File: config.mk
export PLATFORM = sky130hd
export DESIGN_NAME = pid_controller_clamped_unit
export DESIGN_NICKNAME = d
export VERILOG_FILES = /design/src/rtl/pidc_pkg.sv /design/src/rtl/pidc_mul.sv /design/src/rtl/pidc_div.sv /design/src/rtl/pid_controller_clamped_unit.sv
export VERILOG_INCLUDE_DIRS = /design/src /design/src/rtl
export SDC_FILE = /design/constraint.sdc
export NUM_CORES = 2
export LEC_CHECK = 0
export BUFFER_PORTS_ARGS = -buffer_cell sky130_fd_sc_hd__buf_2
export CAP_MARGIN = 20
export CORE_MARGIN = 3
export CORE_UTILIZATION = 59
export CTS_BUF_LIST = sky130_fd_sc_hd__clkbuf_4 sky130_fd_sc_hd__clkbuf_8 sky130_fd_sc_hd__clkbuf_16
export CTS_CLUSTER_SIZE = 20
export DETAILED_ROUTE_END_ITERATION = 8
export GPL_ROUTABILITY_DRIVEN = 0
export PLACE_DENSITY = 0.78
export REMOVE_ABC_BUFFERS = 1
export SKIP_CTS_REPAIR_TIMING = 1
export SKIP_LAST_GASP = 1
export SLEW_MARGIN = 10
export SYNTH_ARGS = -nofsm -noshare
export SYNTH_HDL_FRONTEND = slang
export SYNTH_HIERARCHICAL = 1
export SYNTH_SLANG_ARGS = --single-unit
File: constraint.sdc
create_clock -name clk -period 10.1 [get_ports clk]
set_clock_uncertainty 0.1 [all_clocks]
set_input_delay 2.02 -clock clk [delete_from_list [all_inputs] [get_ports clk]]
set_output_delay 2.02 -clock clk [all_outputs]
set_load 0.005 [all_outputs]
File: src/rtl/assert_macros.svh
// assertion helpers shared by the rtl files
`ifndef ASSERT_MACROS_SVH
`define ASSERT_MACROS_SVH

// property must hold at every clock edge outside reset
`define PIDC_ASSERT(name, clk, rst_n, prop, msg) \
	name: assert property (@(posedge clk) disable iff (!rst_n) (prop)) else $error(msg);

// condition must never be true outside reset
`define PIDC_ASSERT_NEVER(name, clk, rst_n, cond, msg) \
	name: assert property (@(posedge clk) disable iff (!rst_n) !(cond)) else $error(msg);

`endif

File: src/rtl/pidc_pkg.sv
`default_nettype none

package pidc_pkg;

	// field and register widths
	localparam int GAIN_W    = 16;
	localparam int ERR_W     = 17;
	localparam int DIFF_W    = 18;
	localparam int ACC_W     = 33;
	localparam int WIDE_W    = 58;
	localparam int Q_FRAC    = 16;
	localparam int GAIN_FRAC = 8;

	// shared multiplier
	localparam int MUL_A_W = 35;
	localparam int MUL_B_W = 18;
	localparam int MUL_P_W = MUL_A_W + MUL_B_W;

	// serial divider, two quotient bits per cycle
	localparam int DIV_W       = WIDE_W;
	localparam int DEN_W       = 16;
	localparam int DIV_RADIX_B = 2;
	localparam int DIV_STEPS   = DIV_W / DIV_RADIX_B;
	localparam int DIV_CNT_W   = $clog2(DIV_STEPS);

	localparam int MS_PER_S         = 1000;
	localparam int Q_ROUND          = (1 << Q_FRAC) - 1;
	localparam int RESET_LIMIT_HIGH = 255;

	// configuration register indexes
	localparam int CFG_IDX_W = 3;
	localparam logic [CFG_IDX_W-1:0] CFG_GAIN_P     = 3'd0;
	localparam logic [CFG_IDX_W-1:0] CFG_GAIN_I     = 3'd1;
	localparam logic [CFG_IDX_W-1:0] CFG_GAIN_D     = 3'd2;
	localparam logic [CFG_IDX_W-1:0] CFG_TARGET     = 3'd3;
	localparam logic [CFG_IDX_W-1:0] CFG_LIMIT_LOW  = 3'd4;
	localparam logic [CFG_IDX_W-1:0] CFG_LIMIT_HIGH = 3'd5;

	typedef struct packed {
		logic busy;
		logic done;
	} div_status_t;

endpackage

`default_nettype wire

File: src/rtl/pidc_mul.sv
`default_nettype none

module pidc_mul import pidc_pkg::*; (
	input  wire logic                      clk,
	input  wire logic signed [MUL_A_W-1:0] a,
	input  wire logic signed [MUL_B_W-1:0] b,
	output logic signed [MUL_P_W-1:0]      prod
);

	// registered signed product, one issue per cycle
	always_ff @(posedge clk) begin
		prod <= a * b;
	end

endmodule

`default_nettype wire

File: src/rtl/pidc_div.sv
`default_nettype none
`include "assert_macros.svh"

module pidc_div import pidc_pkg::*; (
	input  wire logic                    clk,
	input  wire logic                    arst_n,
	input  wire logic                    start,
	input  wire logic signed [DIV_W-1:0] dividend,
	input  wire logic [DEN_W-1:0]        divisor,
	output logic signed [DIV_W-1:0]      quotient,
	output div_status_t                  status
);

	logic                 busy_q;
	logic                 done_q;
	logic [DIV_CNT_W-1:0] cnt_q;
	logic                 neg_q;
	logic [DEN_W-1:0]     rem_q;
	logic [DEN_W-1:0]     den_q;
	logic [DIV_W-1:0]     work_q;

	logic [DEN_W-1:0]     rem_n;
	logic [DIV_W-1:0]     work_n;
	logic [DEN_W:0]       trial;
	logic                 take;
	logic [DIV_W-1:0]     mag;

	assign mag = dividend[DIV_W-1] ? DIV_W'(-dividend) : DIV_W'(dividend);

	// restoring steps, quotient bits shift in from the bottom
	always_comb begin
		rem_n  = rem_q;
		work_n = work_q;
		trial  = '0;
		take   = 1'b0;
		for (int i = 0; i < DIV_RADIX_B; i++) begin
			trial = {rem_n, work_n[DIV_W-1]};
			take  = (trial >= {1'b0, den_q});
			if (take) begin
				trial = trial - {1'b0, den_q};
			end
			rem_n  = trial[DEN_W-1:0];
			work_n = {work_n[DIV_W-2:0], take};
		end
	end

	always_ff @(posedge clk or negedge arst_n) begin
		if (!arst_n) begin
			busy_q <= 1'b0;
			done_q <= 1'b0;
			cnt_q  <= '0;
		end else begin
			done_q <= 1'b0;
			if (start && !busy_q) begin
				busy_q <= 1'b1;
				cnt_q  <= DIV_CNT_W'(DIV_STEPS - 1);
			end else if (busy_q) begin
				if (cnt_q == '0) begin
					busy_q <= 1'b0;
					done_q <= 1'b1;
				end else begin
					cnt_q <= cnt_q - 1'b1;
				end
			end
		end
	end

	always_ff @(posedge clk) begin
		if (start && !busy_q) begin
			rem_q  <= '0;
			work_q <= mag;
			neg_q  <= dividend[DIV_W-1];
			den_q  <= divisor;
		end else if (busy_q) begin
			rem_q  <= rem_n;
			work_q <= work_n;
		end
	end

	assign quotient    = neg_q ? DIV_W'(-work_q) : work_q;
	assign status.busy = busy_q;
	assign status.done = done_q;

	`PIDC_ASSERT(a_div_done_pulse, clk, arst_n, done_q |=> !done_q, "divider done held")
	`PIDC_ASSERT(a_div_last_step, clk, arst_n, (busy_q && cnt_q == '0) |=> (done_q && !busy_q), "divider missed done")

endmodule

`default_nettype wire

File: src/rtl/pid_controller_clamped_unit.sv
`default_nettype none
`include "assert_macros.svh"

// PID controller with integral clamp. Each item carries a measurement and the
// milliseconds since the previous item; the block forms error = target -
// measurement, P = gain_p * error, adds gain_i * error * elapsed_ms / 1000 to a
// Q16.16 integral that is clamped to [limit_low, limit_high], forms
// D = gain_d * (error - previous error) * 1000 / elapsed_ms, and returns the
// clamped sum truncated to an integer as drive. With elapsed_ms zero the
// integral is only re-clamped and D is zero. All divisions truncate toward
// zero. Gains are signed Q8.8. One item is worked at a time. Each item goes
// through six multiplier slots on the shared 35x18 multiplier (five issues
// and one capture), two passes of the radix-4 serial divider (29 steps plus
// the done step, for the /1000 and the /elapsed_ms, both skipped when
// elapsed_ms is zero), four add and clamp steps and the output load. A
// finished result waits in the output register; the next item is taken
// while it waits. Configuration writes land at once through the write port
// and an index beyond the list is ignored.
module pid_controller_clamped_unit import pidc_pkg::*; (
	input  wire logic                 clk,
	input  wire logic                 arst_n,
	// configuration write port
	input  wire logic                 cfg_wen,
	input  wire logic [CFG_IDX_W-1:0] cfg_index,
	input  wire logic [GAIN_W-1:0]    cfg_data,
	// input items
	input  wire logic                 in_valid,
	output logic                      in_ready,
	input  wire logic signed [15:0]   measurement,
	input  wire logic [15:0]          elapsed_ms,
	// result items
	output logic                      out_valid,
	input  wire logic                 out_ready,
	output logic signed [15:0]        drive
);

	// sequencer states
	typedef enum logic [13:0] {
		S_IDLE   = 14'h0001,
		S_MP     = 14'h0002,
		S_MI1    = 14'h0004,
		S_MI2    = 14'h0008,
		S_MD1    = 14'h0010,
		S_MD2    = 14'h0020,
		S_MD3    = 14'h0040,
		S_DIVI   = 14'h0080,
		S_DIVD   = 14'h0100,
		S_ICLAMP = 14'h0200,
		S_SUM1   = 14'h0400,
		S_SUM2   = 14'h0800,
		S_OCLAMP = 14'h1000,
		S_OUT    = 14'h2000
	} state_t;

	state_t state_q, state_d;

	// configuration registers
	logic signed [GAIN_W-1:0] gain_p_q, gain_i_q, gain_d_q;
	logic signed [GAIN_W-1:0] target_q, limit_low_q, limit_high_q;

	// controller state
	logic signed [ACC_W-1:0] acc_q;
	logic signed [ERR_W-1:0] prev_err_q;

	// per item working registers
	logic signed [ERR_W-1:0]  err_q;
	logic [15:0]              dt_q;
	logic signed [ACC_W-1:0]  p_q;
	logic signed [49:0]       inum_q;
	logic signed [44:0]       dnum_q;
	logic signed [WIDE_W-1:0] wide_q;
	logic signed [WIDE_W-1:0] dterm_q;
	logic signed [ACC_W-1:0]  clamp_q;
	logic signed [15:0]       drive_q;
	logic                     out_valid_q;

	// shared units
	logic signed [MUL_A_W-1:0] mul_a;
	logic signed [MUL_B_W-1:0] mul_b;
	logic signed [MUL_P_W-1:0] prod;
	logic                      div_start;
	logic signed [DIV_W-1:0]   div_dividend;
	logic signed [DIV_W-1:0]   div_quot;
	div_status_t               div_status;

	logic signed [DIFF_W-1:0] diff;
	logic signed [WIDE_W-1:0] p_wide, acc_wide, inum_wide, dnum_wide, clamp_w;
	logic signed [ACC_W-1:0]  round_adj;
	logic signed [15:0]       drive_w;
	logic signed [ACC_W-1:0]  lo_acc, hi_acc;
	logic                     in_take, out_load;

	// clamp in Q16.16: below low wins, then above high
	function automatic logic signed [WIDE_W-1:0] clamp_q16(
		input logic signed [WIDE_W-1:0] x,
		input logic signed [GAIN_W-1:0] lo,
		input logic signed [GAIN_W-1:0] hi
	);
		logic signed [WIDE_W-1:0] lo_w;
		logic signed [WIDE_W-1:0] hi_w;
		lo_w = {{(WIDE_W-GAIN_W-Q_FRAC){lo[GAIN_W-1]}}, lo, {Q_FRAC{1'b0}}};
		hi_w = {{(WIDE_W-GAIN_W-Q_FRAC){hi[GAIN_W-1]}}, hi, {Q_FRAC{1'b0}}};
		if (x < lo_w) begin
			return lo_w;
		end else if (x > hi_w) begin
			return hi_w;
		end
		return x;
	endfunction

	pidc_mul u_mul (
		.clk  (clk),
		.a    (mul_a),
		.b    (mul_b),
		.prod (prod)
	);

	pidc_div u_div (
		.clk      (clk),
		.arst_n   (arst_n),
		.start    (div_start),
		.dividend (div_dividend),
		.divisor  (state_q == S_MD3 ? DEN_W'(MS_PER_S) : dt_q),
		.quotient (div_quot),
		.status   (div_status)
	);

	assign in_ready  = (state_q == S_IDLE);
	assign in_take   = in_valid && in_ready;
	assign out_load  = (state_q == S_OUT) && (!out_valid_q || out_ready);
	assign out_valid = out_valid_q;
	assign drive     = drive_q;

	// error change, one bit wider than the error
	assign diff = {err_q[ERR_W-1], err_q} - {prev_err_q[ERR_W-1], prev_err_q};

	// operands lined up in Q16.16 over the wide word
	assign p_wide    = {{(WIDE_W-ACC_W-GAIN_FRAC){p_q[ACC_W-1]}}, p_q, {GAIN_FRAC{1'b0}}};
	assign acc_wide  = {{(WIDE_W-ACC_W){acc_q[ACC_W-1]}}, acc_q};
	assign inum_wide = {inum_q, {GAIN_FRAC{1'b0}}};
	assign dnum_wide = {{(WIDE_W-45-GAIN_FRAC){dnum_q[44]}}, dnum_q, {GAIN_FRAC{1'b0}}};

	// one clamp unit, used for the integral and for the output sum
	assign clamp_w = clamp_q16(wide_q, limit_low_q, limit_high_q);

	// truncate toward zero on the way out of Q16.16
	assign round_adj = clamp_q + (clamp_q[ACC_W-1] ? ACC_W'(Q_ROUND) : ACC_W'(0));
	assign drive_w   = round_adj[Q_FRAC+15:Q_FRAC];

	assign lo_acc = {limit_low_q[GAIN_W-1], limit_low_q, {Q_FRAC{1'b0}}};
	assign hi_acc = {limit_high_q[GAIN_W-1], limit_high_q, {Q_FRAC{1'b0}}};

	// sequencer: multiplier issue slots, then divider passes unless no time passed, then add and clamp steps
	always_comb begin
		state_d      = state_q;
		mul_a        = '0;
		mul_b        = '0;
		div_start    = 1'b0;
		div_dividend = dnum_wide;
		unique case (state_q)
			S_IDLE: begin
				if (in_valid) begin
					state_d = S_MP;
				end
			end
			S_MP: begin
				mul_a   = {{(MUL_A_W-GAIN_W){gain_p_q[GAIN_W-1]}}, gain_p_q};
				mul_b   = {err_q[ERR_W-1], err_q};
				state_d = S_MI1;
			end
			S_MI1: begin
				mul_a   = {{(MUL_A_W-GAIN_W){gain_i_q[GAIN_W-1]}}, gain_i_q};
				mul_b   = {err_q[ERR_W-1], err_q};
				state_d = S_MI2;
			end
			S_MI2: begin
				// gain_i * error back into the multiplier with the elapsed time
				mul_a   = prod[MUL_A_W-1:0];
				mul_b   = {2'b00, dt_q};
				state_d = S_MD1;
			end
			S_MD1: begin
				mul_a   = {{(MUL_A_W-GAIN_W){gain_d_q[GAIN_W-1]}}, gain_d_q};
				mul_b   = diff;
				state_d = S_MD2;
			end
			S_MD2: begin
				mul_a   = prod[MUL_A_W-1:0];
				mul_b   = MUL_B_W'(MS_PER_S);
				state_d = S_MD3;
			end
			S_MD3: begin
				if (dt_q == '0) begin
					state_d = S_ICLAMP;
				end else begin
					div_start    = 1'b1;
					div_dividend = inum_wide;
					state_d      = S_DIVI;
				end
			end
			S_DIVI: begin
				if (div_status.done) begin
					div_start = 1'b1;
					state_d   = S_DIVD;
				end
			end
			S_DIVD: begin
				if (div_status.done) begin
					state_d = S_ICLAMP;
				end
			end
			S_ICLAMP: state_d = S_SUM1;
			S_SUM1:   state_d = S_SUM2;
			S_SUM2:   state_d = S_OCLAMP;
			S_OCLAMP: state_d = S_OUT;
			S_OUT: begin
				if (out_load) begin
					state_d = S_IDLE;
				end
			end
			default: state_d = S_IDLE;
		endcase
	end

	// configuration registers, unknown index ignored
	always_ff @(posedge clk or negedge arst_n) begin
		if (!arst_n) begin
			gain_p_q     <= '0;
			gain_i_q     <= '0;
			gain_d_q     <= '0;
			target_q     <= '0;
			limit_low_q  <= '0;
			limit_high_q <= GAIN_W'(RESET_LIMIT_HIGH);
		end else if (cfg_wen) begin
			unique case (cfg_index)
				CFG_GAIN_P:     gain_p_q     <= cfg_data;
				CFG_GAIN_I:     gain_i_q     <= cfg_data;
				CFG_GAIN_D:     gain_d_q     <= cfg_data;
				CFG_TARGET:     target_q     <= cfg_data;
				CFG_LIMIT_LOW:  limit_low_q  <= cfg_data;
				CFG_LIMIT_HIGH: limit_high_q <= cfg_data;
				default: ;
			endcase
		end
	end

	// control state and controller memory
	always_ff @(posedge clk or negedge arst_n) begin
		if (!arst_n) begin
			state_q     <= S_IDLE;
			acc_q       <= '0;
			prev_err_q  <= '0;
			out_valid_q <= 1'b0;
		end else begin
			state_q <= state_d;
			if (state_q == S_ICLAMP) begin
				acc_q <= clamp_w[ACC_W-1:0];
			end
			if (out_load) begin
				prev_err_q  <= err_q;
				out_valid_q <= 1'b1;
			end else if (out_ready) begin
				out_valid_q <= 1'b0;
			end
		end
	end

	// datapath registers
	always_ff @(posedge clk) begin
		if (in_take) begin
			err_q <= {target_q[GAIN_W-1], target_q} - {measurement[15], measurement};
			dt_q  <= elapsed_ms;
		end
		if (out_load) begin
			drive_q <= drive_w;
		end
		case (state_q)
			S_MI1: p_q    <= prod[ACC_W-1:0];
			S_MD1: inum_q <= prod[49:0];
			S_MD3: begin
				dnum_q <= prod[44:0];
				if (dt_q == '0) begin
					// no time passed: integral only re-clamped, no derivative
					wide_q  <= acc_wide;
					dterm_q <= '0;
				end
			end
			S_DIVI: begin
				if (div_status.done) begin
					wide_q <= acc_wide + div_quot;
				end
			end
			S_DIVD: begin
				if (div_status.done) begin
					dterm_q <= div_quot;
				end
			end
			S_SUM1:   wide_q  <= p_wide + acc_wide;
			S_SUM2:   wide_q  <= wide_q + dterm_q;
			S_OCLAMP: clamp_q <= clamp_w[ACC_W-1:0];
			default: ;
		endcase
	end

	`PIDC_ASSERT(a_take_goes_busy, clk, arst_n, in_take |=> !in_ready, "ready after take")
	`PIDC_ASSERT_NEVER(a_div_start_free, clk, arst_n, div_start && div_status.busy, "divider restarted while busy")
	`PIDC_ASSERT(a_sum_in_limits, clk, arst_n, (state_q == S_OCLAMP && limit_low_q <= limit_high_q) |=> (clamp_q >= $past(lo_acc) && clamp_q <= $past(hi_acc)), "clamped sum out of limits")

endmodule

`default_nettype wire

Word-level counts from Yosys, hierarchy flattened
Index checks and enable logic that the tools add are counted.
{ "totals": {"latch_bits": 0, "output_inout_bits": 18, "rom_bits": 0, "ram_bits": 0, "wordCells": 135, "register_bits": 635, "mem_count": 0} }
{ "op_classes": {"n_shift": 0, "addsub": 11, "n_eq_ne": 25, "muxes": 42, "bitwise": 0, "n_reduce_logical": 25, "mul": 1, "n_lt_le_gt_ge": 4, "div_mod_pow": 0} }
{ "ops": {"columns": ["op", "n"], "rows": [
  ["$mux W58", 10],
  ["$pmux W58 S4", 1],
  ["$pmux W14 S14", 1],
  ["$pmux W35 S4", 1],
  ["$neg A58 Y58", 2],
  ["$pmux W58 S2", 1],
  ["$mux W33", 3],
  ["$pmux W18 S4", 1],
  ["$add A33 B58 Y58", 1],
  ["$add A58 B58 Y58", 1],
  ["$gt A58 B32 Y1", 1],
  ["$lt A58 B32 Y1", 1],
  ["$mux W14", 4],
  ["$mul A35 B18 Y50", 1],
  ["$mux W16", 3],
  ["$add A41 B33 Y42", 1],
  ["$ge A17 B16 Y1", 2],
  ["$add A32 B17 Y32", 1],
  ["$sub A16 B16 Y16", 2],
  ["$sub A17 B17 Y18", 1],
  ["$sub A16 B16 Y17", 1],
  ["$logic_not A16 Y1", 1],
  ["$mux W5", 3],
  ["$eq A14 B1 Y1 const B", 1],
  ["33 further kinds", 63]
]} }

Longest topological paths before layout
{ "depth": {"word_depth": 6, "depth_mapped": 40, "mapped_depth_nobuf": 37} }

Cells and area by module
Netlist, hierarchy kept.
{ "by_module_without_submodules": {"columns": ["mod", "cells_per_inst", "seq_area_each_um2", "area_per_inst_um2", "n_inst"], "rows": [
  ["pid_controller_clamped_unit", 2929, 13829.5, 31158.6, 1],
  ["pidc_mul", 2443, 1061.0, 22369.0, 1],
  ["pidc_div", 909, 2747.6, 8021.4, 1]
]} }

Worst setup path before layout
Ideal clock, no wire load.
{ "synth_timing": {"path_kind": "reg2reg", "startpoint": "register state_q[12]", "endpoint": "register u_mul/prod[52] (netlist name)", "n_path_buf": 3, "setup_slack_ns": 0.116, "arrival_time_ns": 9.757, "path_stages_with_launch": 31, "cell_sequence": "dfrtp_1 nor4_1 nand4_1 or3_1 or3b_1 clkbuf_1 inv_2 clkbuf_1 a222oi_1 nand2_1 clkbuf_1 nand2_1 fa_1 inv_1 fa_1 fa_1 fa_1 fa_1 inv_1 fa_1 inv_1 ha_1 and2_4 nand3_1 or3_1 a311oi_2 o22ai_2 o22ai_4 a21oi_2 and4b_1 or3_1"} }
{ "synth_rtl": {"columns": ["element", "line_no", "text"], "rows": [
  ["start: declaration", "pid_controller_clamped_unit.sv:55", "state_t state_q, state_d;"],
  ["start signal: assignment", "pid_controller_clamped_unit.sv:255", "state_q <= state_d;"]
]} }

Worst setup path in the final report
{ "layout_timing": {"startpoint": "register err_q[0]", "endpoint": "register u_mul.prod[49]"} }
{ "layout_via": {"elab_chain_len": 3} }
{ "layout_rtl": {"columns": ["element", "line_no", "text"], "rows": [
  ["start: declaration", "pid_controller_clamped_unit.sv:66", "logic signed [ERR_W-1:0] err_q;"],
  ["start signal: assignment", "pid_controller_clamped_unit.sv:271", "err_q <= {target_q[GAIN_W-1], target_q} - {measurement[15], measurement};"],
  ["$sub A17 B17 Y18", "pid_controller_clamped_unit.sv:135", "assign diff = {err_q[ERR_W-1], err_q} - {prev_err_q[ERR_W-1], prev_err_q};"],
  ["$pmux W18 S4", "pid_controller_clamped_unit.sv:160", "unique case (state_q)"],
  ["named net mul_b[14]", "pid_controller_clamped_unit.sv:79", "logic signed [MUL_B_W-1:0] mul_b;"],
  ["$mul A35 B18 Y50", "pidc_mul.sv:12", "prod <= a * b;"],
  ["end signal: assignment", "pidc_mul.sv:12", null],
  ["end: declaration", "pidc_mul.sv:7", "output logic signed [MUL_P_W-1:0] prod"]
]} }
The timed path passes the listed nets, and every way through them passes these cells.
A chain may end at the register's enable or synchronous reset.

==> flow_metrics.tcl <==
set metrics [dict create \
    numPortBuffers 73 \
    netlist_instances 6207 \
    netlist_area_sq_mm 0.0608 \
    clk_latency_ns 0.63 \
    rsz0062_at_grt "no" \
    p_leak_nw 28.8 \
    outcome "complete, but fails checks" \
    failed_checks "DRC" \
    clock_path_buffers 3 \
    core_region_area_sq_mm 0.102 \
    critPathKind "flip-flop to flip-flop" \
    grt_antenna_before_repair 6 \
    min_period_over_period_pct 95.0 \
    vias_per_cell 6.08 \
    timing.rr.start "err_q[0]" \
    drc_errors 7 \
    cpMostUsedCell "fa_1" \
    area_growth_pct 7.22 \
    min_period_ns 9.60 \
    hp-class "flip-flop to flip-flop" \
    grt_max_degree 89 \
    finalSetupTns_ns 0 \
    avgSynthCellArea_sq_um 9.80 \
    final_util_pct 63.9 \
    cp-startpoint "err_q[0]" \
    finalSetupViolCount 0 \
    irDropWorstVdd_mv 0.133 \
    firstDrtPassIters 9 \
    crit_required_ns 10.54 \
    layout-drive-gt1-share_pct 9.03 \
    wl_per_cell_microns 20.8 \
    htree_levels 3 \
    cpPeakStageDelay_ns 0.67 \
    cts_root_buf "clkbuf_16" \
    start_util_pct 59.6 \
    cts_tree "yes" \
    antenna_cells 0 \
    dieArea_sq_mm 0.107 \
    grt_pass1_vias 46600 \
    grt_pass1_wl_microns 253000 \
    clk_pin_slew_ns 0.06 \
    cap_viol_max_count 0 \
    nets 7299 \
    finalHoldViolCount 0 \
    timing.fmax_mhz 104 \
    fillCellCount 7987 \
    critPathMaxFanout 16 \
    worstMarginPinSlew_ns 1.17 \
    relSlewSlack_pct 21.2 \
    vias 46400 \
    slew_violations 0 \
    cts_made_buffers 69 \
    rows 117 \
    die_x_microns 327 \
    overflow 0 \
    routed_wl_microns 159000 \
    synth_warnings 6 \
    gr-usage-all-layers_pct 29.7 \
    first_iter_violations 4713 \
    final_antenna_net_count 0 \
    dp_hpwl_microns 124000 \
    ios 74 \
    critPathArrivalTime_ns 10.04 \
    cts_sinks 635 \
    p_per_area_mw_per_mm2 119 \
    critPathLaunchType "flip-flop" \
    worstSetupEndpointType "flip-flop" \
    dieHeight_microns 327 \
    hp-start "u_mul/prod[46]" \
    slowest_stage "o21ai_2" \
]
## final cells by class
type / count / area [sq um] / area share, %
multi-input combinational: 4535 / 39500 / 60.6
sequential: 635 / 17600 / 26.9
inverter: 803 / 3010 / 4.62
clock buffer: 97 / 2000 / 3.07
tap: 1368 / 1710 / 2.62
timing repair buffer: 167 / 1160 / 1.77
clock inverter: 31 / 260 / 0.399
## power breakdown
| group | internal (W) | switching (W) | total [W] |
|---|---|---|---|
| Clock | 0.00143 | 0.00108 | 0.00251 |
| Sequential | 0.00304 | 0.000186 | 0.00322 |
| Combinational | 0.000755 | 0.00128 | 0.00204 |
| Total | 0.00523 | 0.00255 | 0.00778 |
## layer usage
layer / track usage [%] / part of all wire, %
met5: 0 / 0.017
met4: 8.99 / 3.2
met3: 5.82 / 10
met2: 46.4 / 45
met1: 42.1 / 42
## flip-flops by register name, summed over array words and instances, names as in the netlist, 5 cells and up
name and flops:
dterm_q 58, u_mul/prod 50, u_div/rem_q 16, dt_q 16, limit_low_q 16, dnum_q 45, target_q 16, gain_p_q 16
u_div/cnt_q 5, p_q 33, clamp_q 33, u_div/work_q 58, err_q 17, gain_d_q 16, state_q 14, acc_q 33
prev_err_q 17, u_div/den_q 16, wide_q 58, inum_q 50, gain_i_q 16, limit_high_q 16, drive 16
## placed cells by master, fill, tap and decap left out, types with 54 or more instances in the layout
| master | n |
|---|---|
| buf_4 | 85 |
| buf_2 | 72 |
| nor2_1 | 182 |
| nand2_1 | 706 |
| nor3_1 | 60 |
| a21o_1 | 165 |
| o21ai_0 | 255 |
| dfrtp_1 | 159 |
| inv_1 | 799 |
| ha_1 | 438 |
| nand4_1 | 58 |
| dfxtp_1 | 66 |
| fa_1 | 594 |
| xor2_1 | 144 |
| nand3_1 | 78 |
| and2_1 | 321 |
| o21ai_1 | 54 |
| xnor2_1 | 210 |
| clkbuf_16 | 71 |
| a21oi_1 | 262 |
| edfxtp_1 | 401 |
| mux2_2 | 168 |
## critical path, delay by kind of cell (launching register included)
family,cells,cell delay [ns]
adders and majority gates,9,3.90
AOI/OAI and AO/OA,13,3.38
and+or+nand+nor,6,1.07
DFF,1,0.41
xor gates and xnor gates,2,0.34
buffers and inverters,5,0.30
## final timing paths
check	to	slack, ns	depth (start not counted)
setup / recovery	u_mul/prod[49]	0.50	35
hold / removal	inum_q[46]	0.31	0
setup reg to reg	u_mul/prod[49]	0.50	35
hold reg to reg	inum_q[46]	0.31	0
max in group asynchronous	gain_d_q[7]	7.16	3
min in group asynchronous	acc_q[2]	1.39	1
## through the flow
stage	std cells	worst slack (ns)	hold slack (ns)	area, sq um	total power [W]
3_3_place_gp	7499	0.837	0.290	62800	0.00517
3_5_place_dp	7501	0.607	0.294	62900	0.00526
6_report	7636	0.504	0.308	65200	0.00778
5_1_grt	7636	0.0847	0.314	65200	0.00814
2_1_floorplan	5973	-0.0902	0.286	59900	0.00453
4_1_cts	7629	0.614	0.309	65100	0.00776
Note: power is estimated with default switching activity, not from simulation.
